--- config.mk ---
export PLATFORM = sky130hd
export DESIGN_NAME = ogm_queue
export DESIGN_NICKNAME = d
export VERILOG_FILES = /design/src/ogm_pkg.sv /design/src/ogm_queue.sv
export SDC_FILE = /design/constraint.sdc
export NUM_CORES = 1
export LEC_CHECK = 0
export BUFFER_PORTS_ARGS = -buffer_cell sky130_fd_sc_hd__buf_2
export CAP_MARGIN = 20
export CORE_ASPECT_RATIO = 1.4
export CORE_MARGIN = 2
export CORE_UTILIZATION = 45
export CTS_BUF_LIST = sky130_fd_sc_hd__clkbuf_8 sky130_fd_sc_hd__clkbuf_16
export DETAILED_ROUTE_END_ITERATION = 16
export MAX_ROUTING_LAYER = met4
export PLACE_DENSITY_LB_ADDON = 0.1
export SLEW_MARGIN = 20
export SYNTH_ARGS = -nofsm -noshare
export SYNTH_HDL_FRONTEND = slang
export SYNTH_SLANG_ARGS = --single-unit
--- constraint.sdc ---
create_clock -name i_clk -period 2.2 [get_ports i_clk]
set_input_delay 0.22 -clock i_clk [delete_from_list [all_inputs] [get_ports i_clk]]
set_output_delay 0.22 -clock i_clk [all_outputs]
set_load 0.05 [all_outputs]
--- src/ogm_pkg.sv ---
// Shared types and constants for the occupancy grid merge core.
package ogm_pkg;

    // Grid geometry; GRID_SIDE is a power of two, cells addressed row * GRID_SIDE + column
    localparam int GRID_SIDE = 256;
    localparam int CELL_AW   = $clog2(GRID_SIDE);
    localparam int ADDR_W    = 2 * CELL_AW;

    // Payload and register widths
    localparam int COORD_W = 16;
    localparam int VAL_W   = 8;
    localparam int COEF_W  = 32;
    localparam int DIM_W   = 9;
    localparam int CFG_AW  = 3;
    localparam int CFG_DW  = 32;
    localparam int FRAC_W  = 16;

    // Effective map dimension holds min(register, GRID_SIDE)
    localparam int EFF_W = (DIM_W > CELL_AW + 1) ? DIM_W : CELL_AW + 1;

    // Affine datapath widths
    localparam int PROD_W = COEF_W + COORD_W + 1;
    localparam int SUM_W  = PROD_W + 1;
    localparam int Q_W    = SUM_W - FRAC_W;

    // Command queue between front and back
    localparam int CQ_DEPTH = 4;
    localparam int CQ_AW    = $clog2(CQ_DEPTH);

    // Occupancy codes
    localparam logic signed [VAL_W-1:0] CELL_UNKNOWN  = -8'sd1;
    localparam logic signed [VAL_W-1:0] CELL_FREE     = 8'sd0;
    localparam logic signed [VAL_W-1:0] CELL_OCCUPIED = 8'sd100;

    typedef enum logic [1:0] {
        ACT_LOAD  = 2'd0,
        ACT_MERGE = 2'd1,
        ACT_READ  = 2'd2,
        ACT_NONE  = 2'd3
    } t_action;

    typedef enum logic [CFG_AW-1:0] {
        CFG_COEF_XX      = 3'd0,
        CFG_COEF_XY      = 3'd1,
        CFG_OFFSET_X     = 3'd2,
        CFG_COEF_YX      = 3'd3,
        CFG_COEF_YY      = 3'd4,
        CFG_OFFSET_Y     = 3'd5,
        CFG_LOCAL_WIDTH  = 3'd6,
        CFG_LOCAL_HEIGHT = 3'd7
    } t_cfg_idx;

    // Work the back end carries out on one cell
    typedef enum logic [1:0] {
        OP_NOP   = 2'd0,
        OP_LOAD  = 2'd1,
        OP_MERGE = 2'd2,
        OP_READ  = 2'd3
    } t_op;

    typedef struct packed {
        t_op                       op;
        logic [ADDR_W-1:0]         addr;
        logic signed [VAL_W-1:0]   value;
    } t_cmd;

endpackage

--- src/ogm_queue.sv ---
// Short command queue between the front and back ends.
module ogm_queue
    import ogm_pkg::*;
(
    input  logic    i_clk,
    input  logic    i_rst_n,
    input  logic    i_push,
    input  t_cmd    i_cmd,
    output logic    o_full,
    output logic    o_valid,
    output t_cmd    o_cmd,
    input  logic    i_pop
);

    t_cmd               r_slot [CQ_DEPTH];
    logic [CQ_AW-1:0]   r_wr_ptr, r_rd_ptr;
    logic [CQ_AW:0]     r_count;
    logic               w_push, w_pop;

    assign o_full  = (r_count == (CQ_AW+1)'(CQ_DEPTH));
    assign o_valid = (r_count != '0);
    assign o_cmd   = r_slot[r_rd_ptr];
    assign w_push  = i_push && !o_full;
    assign w_pop   = i_pop && o_valid;

    always_ff @(posedge i_clk) begin
        if (!i_rst_n) begin
            r_wr_ptr <= '0;
            r_rd_ptr <= '0;
            r_count  <= '0;
        end else begin
            if (w_push) r_wr_ptr <= r_wr_ptr + 1'b1;
            if (w_pop)  r_rd_ptr <= r_rd_ptr + 1'b1;
            case ({w_push, w_pop})
                2'b10:   r_count <= r_count + 1'b1;
                2'b01:   r_count <= r_count - 1'b1;
                default: r_count <= r_count;
            endcase
        end
    end

    always_ff @(posedge i_clk) begin
        if (w_push) r_slot[r_wr_ptr] <= i_cmd;
    end

endmodule

==> results of run 1 <==
per-stage QoR:
stage | instance area (sq um) | power [mW] | hold slack, ns
CTS | 5340 | 7.46 | 0.0238
global placement | 4780 | 4.88 | 0.434
global route | 5340 | 7.68 | 0.0228
finish | 5340 | 7.35 | 0.0381
floorplan | 4330 | 4.47 | 0.319
detailed placement | 4780 | 4.89 | 0.438
sequential cells by signal (all words and copies together) (netlist names), named ones only:
register,flops
r_slot,104
r_count,3
r_rd_ptr,2
r_wr_ptr,2
placed cells by master, fill, tap and decap left out, types with 3 or more instances in the layout:
master,synthesis,routed
xnor2_1,3,3
inv_1,6,11
nor2b_1,3,3
buf_2,3,57
nand2_1,5,5
dfxtp_2,0,3
edfxtp_1,104,104
clkbuf_16,0,17
ha_1,5,4
buf_4,0,9
clkinv_2,0,3
mux4_2,20,20
dfxtp_1,9,5
mux4_1,6,6
bufinv_16,0,3
and2_1,7,7
logic make-up (layout without fill, tap and decap cells):
family / count (synthesis) / in the layout / synth area share [%]
xor+xnor: 4 / 4 / 0.816
flops: 113 / 113 / 76.9
mux: 28 / 28 / 14.6
compound gates: 5 / 5 / 0.991
buf+inv: 14 / 105 / 2.27
simple gates: 18 / 18 / 2.48
fa+ha+maj: 6 / 6 / 1.92
other cells: 0 / 1 / 0
final cells by class:
cell class,instances,area share [%]
multi-input combinational,61,17.1
clock buffer,17,7.96
tap,110,2.58
antenna,1,0.0468
inverter,6,0.422
sequential,113,62.0
clock inverter,14,2.53
timing repair buffer,68,7.35
metal layers:
metal  part of all wire, %  routed length [um]  GRT usage [%]
met1                    40                2800           17.1
met5                     0                   0              -
met2                    54                3760           25.3
met4                   1.1                  77           5.57
met3                   4.3                 295           5.78
power groups by stage:
| stage | Clock (mW) | Combinational (mW) | Sequential [mW] |
|---|---|---|---|
| after global routing | 2.71 | 2.24 | 2.73 |
| after global placement | 0 | 2.14 | 2.74 |
| after CTS | 2.60 | 2.14 | 2.71 |
| final | 2.54 | 2.09 | 2.71 |
| after floorplan | 0 | 1.76 | 2.72 |
| after detailed placement | 0 | 2.14 | 2.75 |
final timing paths:
| kind | start | to | slack [ns] | cells past startpoint |
|---|---|---|---|---|
| max | flop | o_cmd[23] | 0.15 | 3 |
| min | i_cmd[5] | r_slot[2][5] | 0.04 | 1 |
| min reg2reg | r_wr_ptr[1] | r_wr_ptr[1] | 0.50 | 2 |
| max reg2reg | r_count[2] | r_count[2] | 0.33 | 9 |
==> flow_summary.toml, run 1 <==
[final_layout]
multi_input_area_sq_um = 916
nets = 303
syn_to_final_growth_pct = 24.4
instances_no_fill = 390
drive_above_1_share_pct = 43.0
final_core_util_pct = 57.1
n_fill_cell = 740
regArea_sq_mm = 0.00331

[yosys]
synth_edf_count = 104
ys_async_sr_fraction_pct = 0
synth_ff_type = "edfxtp_1"
yosys_warnings = 0
syn-cell-area_sq_mm = 0.00430
synth_cell_types = 24
synth_nets = 224
yosysTopAreaCellShare_pct = 72.7
synth_cells = 188
yosysMostFrequentCell = "edfxtp_1"
yosys_register_bits = 113
ys_seq_area_share_pct = 76.9
synthTopCellsByArea = "edfxtp_1 73%, mux4_2 10%, dfxtp_1 4.2%, mux4_1 3.7%, ha_1 1.5%"
synth_top_area_cell = "edfxtp_1"
avgSynthCellArea_sq_um = 22.8
synth_common_cells = "104 x edfxtp_1, 20 x mux4_2, 9 x dfxtp_1, 7 x and2_1"

[setup_path]
crit_fanout = 24
worst-path-buf-inv = 2
required_ns = 1.98
crit_path_cell_trace = "buf_12, mux4_1, buf_2"
worstSetupStartpointType = "flop"
critPathTopFamily = "multiplexers"
endpoint_kind = "output port"
slowest_stage = "mux4_1"
critical_path_class = "reg -> out"
worstPathArrival_ns = 1.83
cpPeakStageDelay_ns = 0.60

[global_route]
grt_pass1_wl_um = 11100
grt_use_total_pct = 15.4
globalRouteOverflowTotal = 0
first_global_vias = 2218
grt_max_degree = 27
grt_antenna_before_repair = 1

[floorplanning]
rows = 42
initial_core_util_pct = 45.9
dieHeight_um = 120
die_area_sq_mm = 0.0104
io_pins = 58
core_area_sq_mm = 0.00935
die_w_um = 86.6

[pwr]
combPwrFrac_pct = 28.5
swShare_pct = 31.3
power.density_mw_per_mm2 = 1380
vdd_drop_max_v = 0.000611
p_seq_share_pct = 36.9
power.internal_mw = 5.04
leakage_nw = 1.90
power.switching_mw = 2.30
p_clk_share_pct = 34.6

[place]
place.gp.congestion = 0.698
hpwl_um = 4430
post-place-ws_ns = 0.336
post-place-cells = 358
portBuffers = 57

[cts]
clk_pin_slew_ns = 0.05
ctsResizeCount = 0
cts_num_sinks = 113
cts_tree = "built"
cts_setup_buffers = 0
clock_latency_ns = 0.39
numCtsBuffers = 17
h-tree-depth = 4
root_buffer = "clkbuf_16"
clk_path_buf_depth = 2
cts_hold_buf = 0

[flow_run]
cap_violations = 0

[run_status]
status = "completed"

[route]
drt-total-wl_um = 6940
drt_iter0_markers = 102
viasPerCell = 5.11
routedWlPerCell_um = 17.8
ant_nets = 0
firstDrtPassIters = 4
drc_errors = 0
vias = 1992

[sta]
setup-tns-final_ns = 0
relSlewSlack_pct = 82.0
hold_viol = 0
period_needed_ns = 2.05
setup_viol = 0
finalCritPeriodShare_pct = 93.1
fin_skew_ns = 0.00957
worst_slew_pin_slew_ns = 0.270
rsz0062_at_grt = "no"
fmax_mhz = 488
setup_slack_ns = 0.152
drv_slew = 0

[worst_hold_path]
min_path_type = "in -> reg"
(Power assumes the default switching activity.)
==> run 2, diff against run 1 <==
--- a/config.mk
+++ b/config.mk
@@ -7,7 +7,6 @@
 export LEC_CHECK = 0
 export BUFFER_PORTS_ARGS = -buffer_cell sky130_fd_sc_hd__buf_2
 export CAP_MARGIN = 20
-export CORE_ASPECT_RATIO = 1.4
 export CORE_MARGIN = 2
 export CORE_UTILIZATION = 45
 export CTS_BUF_LIST = sky130_fd_sc_hd__clkbuf_8 sky130_fd_sc_hd__clkbuf_16
==> run 2 against run 1 <==
Compared with the run above: sequential power is essentially flat; non-clock buffer count is 23 higher; clock skew up 0.0035 ns; flip-flop and latch count stayed put; critical path type unchanged; critical endpoint unchanged; largest cell class unchanged.
==> flow_summary.toml, run 2 (synthesized netlist as in run 1, its figures left out) <==
[run_status]
status = "completed"

[setup_path]
rrSetupSlack_ns = 0.20
endpoint_kind = "output port"
crit_fanout = 13
ff2ff_path_depth = 9
required_ns = 1.98
slowest_stage = "mux4_1"
critical_path_class = "reg -> out"
worstPathArrival_ns = 1.86
worstSetupStartpointType = "flop"
cpPeakStageDelay_ns = 0.58
crit_path_cell_trace = "buf_12, mux4_1, buf_2"
r2r_start = "r_count[2]"
r2r-end = "r_count[2]"

[sta]
fmax_mhz = 481
fin_skew_ns = 0.0131
hold_viol = 0
whs_ns = 0.0495
setup_viol = 0
rsz0062_at_grt = "no"
worst_slew_pin_slew_ns = 0.505
setup-tns-final_ns = 0
finalCritPeriodShare_pct = 94.5
drv_slew = 0
relSlewSlack_pct = 66.2
period_needed_ns = 2.08
setup_slack_ns = 0.120

[cts]
h-tree-depth = 4
clock_latency_ns = 0.51
cts_tree = "built"
ctsResizeCount = 0
clk_path_buf_depth = 2
cts_num_sinks = 113
clk_pin_slew_ns = 0.05
root_buffer = "clkbuf_8"
numCtsBuffers = 17

[worst_hold_path]
hold_start = "i_rst_n"
min_path_type = "in -> reg"
worstHoldPathCells = 2

[global_route]
globalRouteOverflowTotal = 0
grt_max_degree = 27
grt_pass1_wl_um = 11400
grt_use_total_pct = 16.2
first_global_vias = 2248
grt_antenna_before_repair = 0

[route]
vias = 2093
drc_errors = 0
drt-total-wl_um = 7320
routedWlPerCell_um = 16.9
ant_nets = 0
firstDrtPassIters = 7
drt_iter0_markers = 81
viasPerCell = 4.84

[pwr]
leakage_nw = 1.98
combPwrFrac_pct = 30.3
vdd_drop_max_v = 0.000668
power.internal_mw = 4.90
power.switching_mw = 2.41
p_seq_share_pct = 37.1
power.density_mw_per_mm2 = 1290
swShare_pct = 32.9
p_clk_share_pct = 32.6

[place]
post-place-ws_ns = 0.206
place.gp.congestion = 0.777
hpwl_um = 4300
portBuffers = 57

[final_layout]
layout_commonest_cell = "edfxtp_1"
n_antenna_cell = 0
top_register = "r_slot"
largest_register_ffs = 104
largestRegisters = "r_slot x104, r_count x3"
syn_to_final_growth_pct = 31.3
drive_above_1_share_pct = 40.6
nets = 326
final_cell_mix = "104 x edfxtp_1, 57 x buf_2, 26 x dlygate4sd3_1"

[floorplanning]
core_area_sq_mm = 0.00924
rows = 35
die_area_sq_mm = 0.0103
die_w_um = 102
dieHeight_um = 102
initial_core_util_pct = 46.5
io_pins = 58

[flow_run]
cap_violations = 0
## run 2: worst max path at each step
stage               start          to  slack [ns]
2_1_floorplan  r_count[0]  r_count[2]       -0.11
3_3_place_gp   r_count[2]  r_count[2]        0.26
3_5_place_dp   r_count[2]  r_count[1]        0.21
4_1_cts              flop   o_cmd[23]        0.03
5_1_grt              flop   o_cmd[23]       0.007
6_report             flop   o_cmd[23]        0.12
## run 2: repair_timing
action,4_1_cts,5_1_grt
endpoints found under the hold margin,104,0
setup buffers,0,0
setup endpoints to repair,0,4
hold buffers,26,0
## run 2: power by group through the flow
stage	Combinational (mW)	Sequential, mW	Clock (mW)
after CTS	2.20	2.71	2.43
after global routing	2.35	2.73	2.54
final	2.21	2.71	2.38
after detailed placement	2.16	2.75	0
after global placement	2.16	2.74	0
after floorplan	1.76	2.72	0
## run 2: layout make-up
cell class / count / area, sq um
multi-input combinational: 61 / 916
sequential: 113 / 3310
inverter: 6 / 22.5
clock buffer: 18 / 428
clock inverter: 14 / 103
timing repair buffer: 91 / 698
tap: 129 / 161
fill: 696 / 3600
## run 2: layer usage
metal / vias to the layer above / track usage, % / part of all wire, %
met5: - / - / 0
met4: 0 / 5.30 / 0.89
li1: 978 / - / -
met1: 1057 / 19.0 / 44
met3: 6 / 7.04 / 3.6
met2: 52 / 25.3 / 51
## run 2: critical path: cells and delay by family, from the launching register on
family,cells,cell delay [ns]
flip-flops,1,0.37
buffers and inverters,2,0.41
multiplexers,1,0.58
## run 2: metrics by stage
| stage | area (sq um) | power (mW) | util (%) | cells |
|---|---|---|---|---|
| 5_1_grt | 5640 | 7.62 | 61.0 | 432 |
| 2_1_floorplan | 4330 | 4.47 | - | 188 |
| 3_3_place_gp | 4820 | 4.89 | 52.2 | 373 |
| 6_report | 5640 | 7.30 | 61.0 | 432 |
| 4_1_cts | 5610 | 7.34 | 60.8 | 431 |
| 3_5_place_dp | 4820 | 4.90 | 52.2 | 373 |
==> run 3, diff against run 2 <==
--- a/config.mk
+++ b/config.mk
@@ -7,7 +7,6 @@
 export LEC_CHECK = 0
 export BUFFER_PORTS_ARGS = -buffer_cell sky130_fd_sc_hd__buf_2
 export CAP_MARGIN = 20
-export CORE_MARGIN = 2
 export CORE_UTILIZATION = 45
 export CTS_BUF_LIST = sky130_fd_sc_hd__clkbuf_8 sky130_fd_sc_hd__clkbuf_16
 export DETAILED_ROUTE_END_ITERATION = 16
==> run 3 against run 2 <==
Compared with the run above: design area is 0.73% higher; final cell count is the same; hold slack worse by 0.011 ns; utilization up 0.45 points; die area down 3.9%; critical path type unchanged; highest routed layer unchanged.
==> flow_summary.toml, run 3 (synthesized netlist as in run 1, its figures left out) <==
[global_route]
first_global_vias = 2121
grt_pass1_wl_um = 10800
grt_use_total_pct = 16.0
grt_max_degree = 27
grt_antenna_before_repair = 0
globalRouteOverflowTotal = 0

[sta]
worst_slew_pin_slew_ns = 0.498
setup_viol = 0
rsz0062_at_grt = "no"
whs_ns = 0.0386
fin_skew_ns = 0.0199
drv_slew = 0
setup_slack_ns = 0.128
fmax_mhz = 483
hold_viol = 0
relSlewSlack_pct = 66.7
finalCritPeriodShare_pct = 94.2
period_needed_ns = 2.07

[floorplanning]
core_area_sq_mm = 0.00924
rows = 35
io_pins = 58
die_w_um = 99.7
die_area_sq_mm = 0.00994
initial_core_util_pct = 46.5
dieHeight_um = 99.7

[final_layout]
top_register = "r_slot"
syn_to_final_growth_pct = 32.2
instances_no_fill = 432
largest_register_ffs = 104
design_area_sq_mm = 0.00568
n_antenna_cell = 0
n_fill_cell = 684
drive_above_1_share_pct = 40.9
layout_commonest_cell = "edfxtp_1"
nets = 326
largestRegisters = "r_slot x104, r_count x3"
regArea_sq_mm = 0.00331
final_cell_mix = "104 x edfxtp_1, 57 x buf_2, 26 x dlygate4sd3_1"
multi_input_area_sq_um = 916

[place]
post-place-ws_ns = 0.159
place.gp.congestion = 0.670
post-place-cells = 373
placed_area_sq_mm = 0.00482
portBuffers = 57
hpwl_um = 4010

[cts]
numCtsBuffers = 17
h-tree-depth = 4
clk_pin_slew_ns = 0.05
root_buffer = "clkbuf_8"
clk_path_buf_depth = 2
cts_tree = "built"
clock_latency_ns = 0.51
cts_num_sinks = 113

[setup_path]
worstSetupStartpointType = "flop"
crit_fanout = 11
required_ns = 1.98
endpoint_kind = "output port"
critical_path_class = "reg -> out"
worstPathArrival_ns = 1.85

[route]
firstDrtPassIters = 4
drt_iter0_markers = 55
drc_errors = 0
vias = 2091
routedWlPerCell_um = 16.3
viasPerCell = 4.84
drt-total-wl_um = 7030
ant_nets = 0

[worst_hold_path]
min_path_type = "in -> reg"

[flow_run]
cap_violations = 0

[pwr]
vdd_drop_max_v = 0.000602
leakage_nw = 2.00
power.density_mw_per_mm2 = 1330

[run_status]
status = "completed"
-- run 3: area by class of cell --
cell class | count | area share, %
Clock buffer | 19 | 7.78
Clock inverter | 13 | 2.56
Inverter | 6 | 0.396
Multi-Input combinational cell | 61 | 16.1
Sequential cell | 113 | 58.3
Tap cell | 129 | 2.84
Timing Repair Buffer | 91 | 12.0
-- run 3: stage by stage --
stage / setup TNS, ns / total power [mW] / util, %
floorplan: -0.109 / 4.47 / -
global placement: 0 / 4.92 / 52.2
detailed placement: 0 / 4.93 / 52.2
CTS: 0 / 7.63 / 61.5
global route: 0 / 7.84 / 61.5
finish: 0 / 7.54 / 61.5
-- run 3: worst paths after layout --
path                            depth (start not counted)  slack [ns]          end   startpoint
worst min-delay path                                    2        0.04         flop      i_rst_n
worst max register to register                          8        0.19   r_count[1]   r_count[2]
worst min register to register                          2        0.51  r_wr_ptr[1]  r_wr_ptr[1]
worst max-delay path                                    3        0.13    o_cmd[22]         flop
-- run 3: metal layers --
layer  global-route usage (%)  vias to the layer above  wire length, um
li1                         -                      979                -
met1                     19.5                     1052             3180
met2                     23.7                       44             3490
met3                     4.78                       16              227
met4                     9.28                        0              142
met5                        -                        -                0
-- run 3: worst max-delay path: stages (launching register included) --
cell and delay [ns]:
dfxtp_4 0.38, buf_12 0.16, mux4_1 0.57, buf_2 0.23
-- run 3: power breakdown --
part	internal [mW]	switching, mW
clock network	1.76	0.878
registers	2.61	0.0998
logic	0.790	1.40
-- run 3: timing repair --
item                                   4_1_cts  5_1_grt
setup buffers                                1        0
endpoints found under the hold margin      104        0
setup endpoints to repair                   18        0
hold buffers                                26        0
gates resized for setup                      1        0
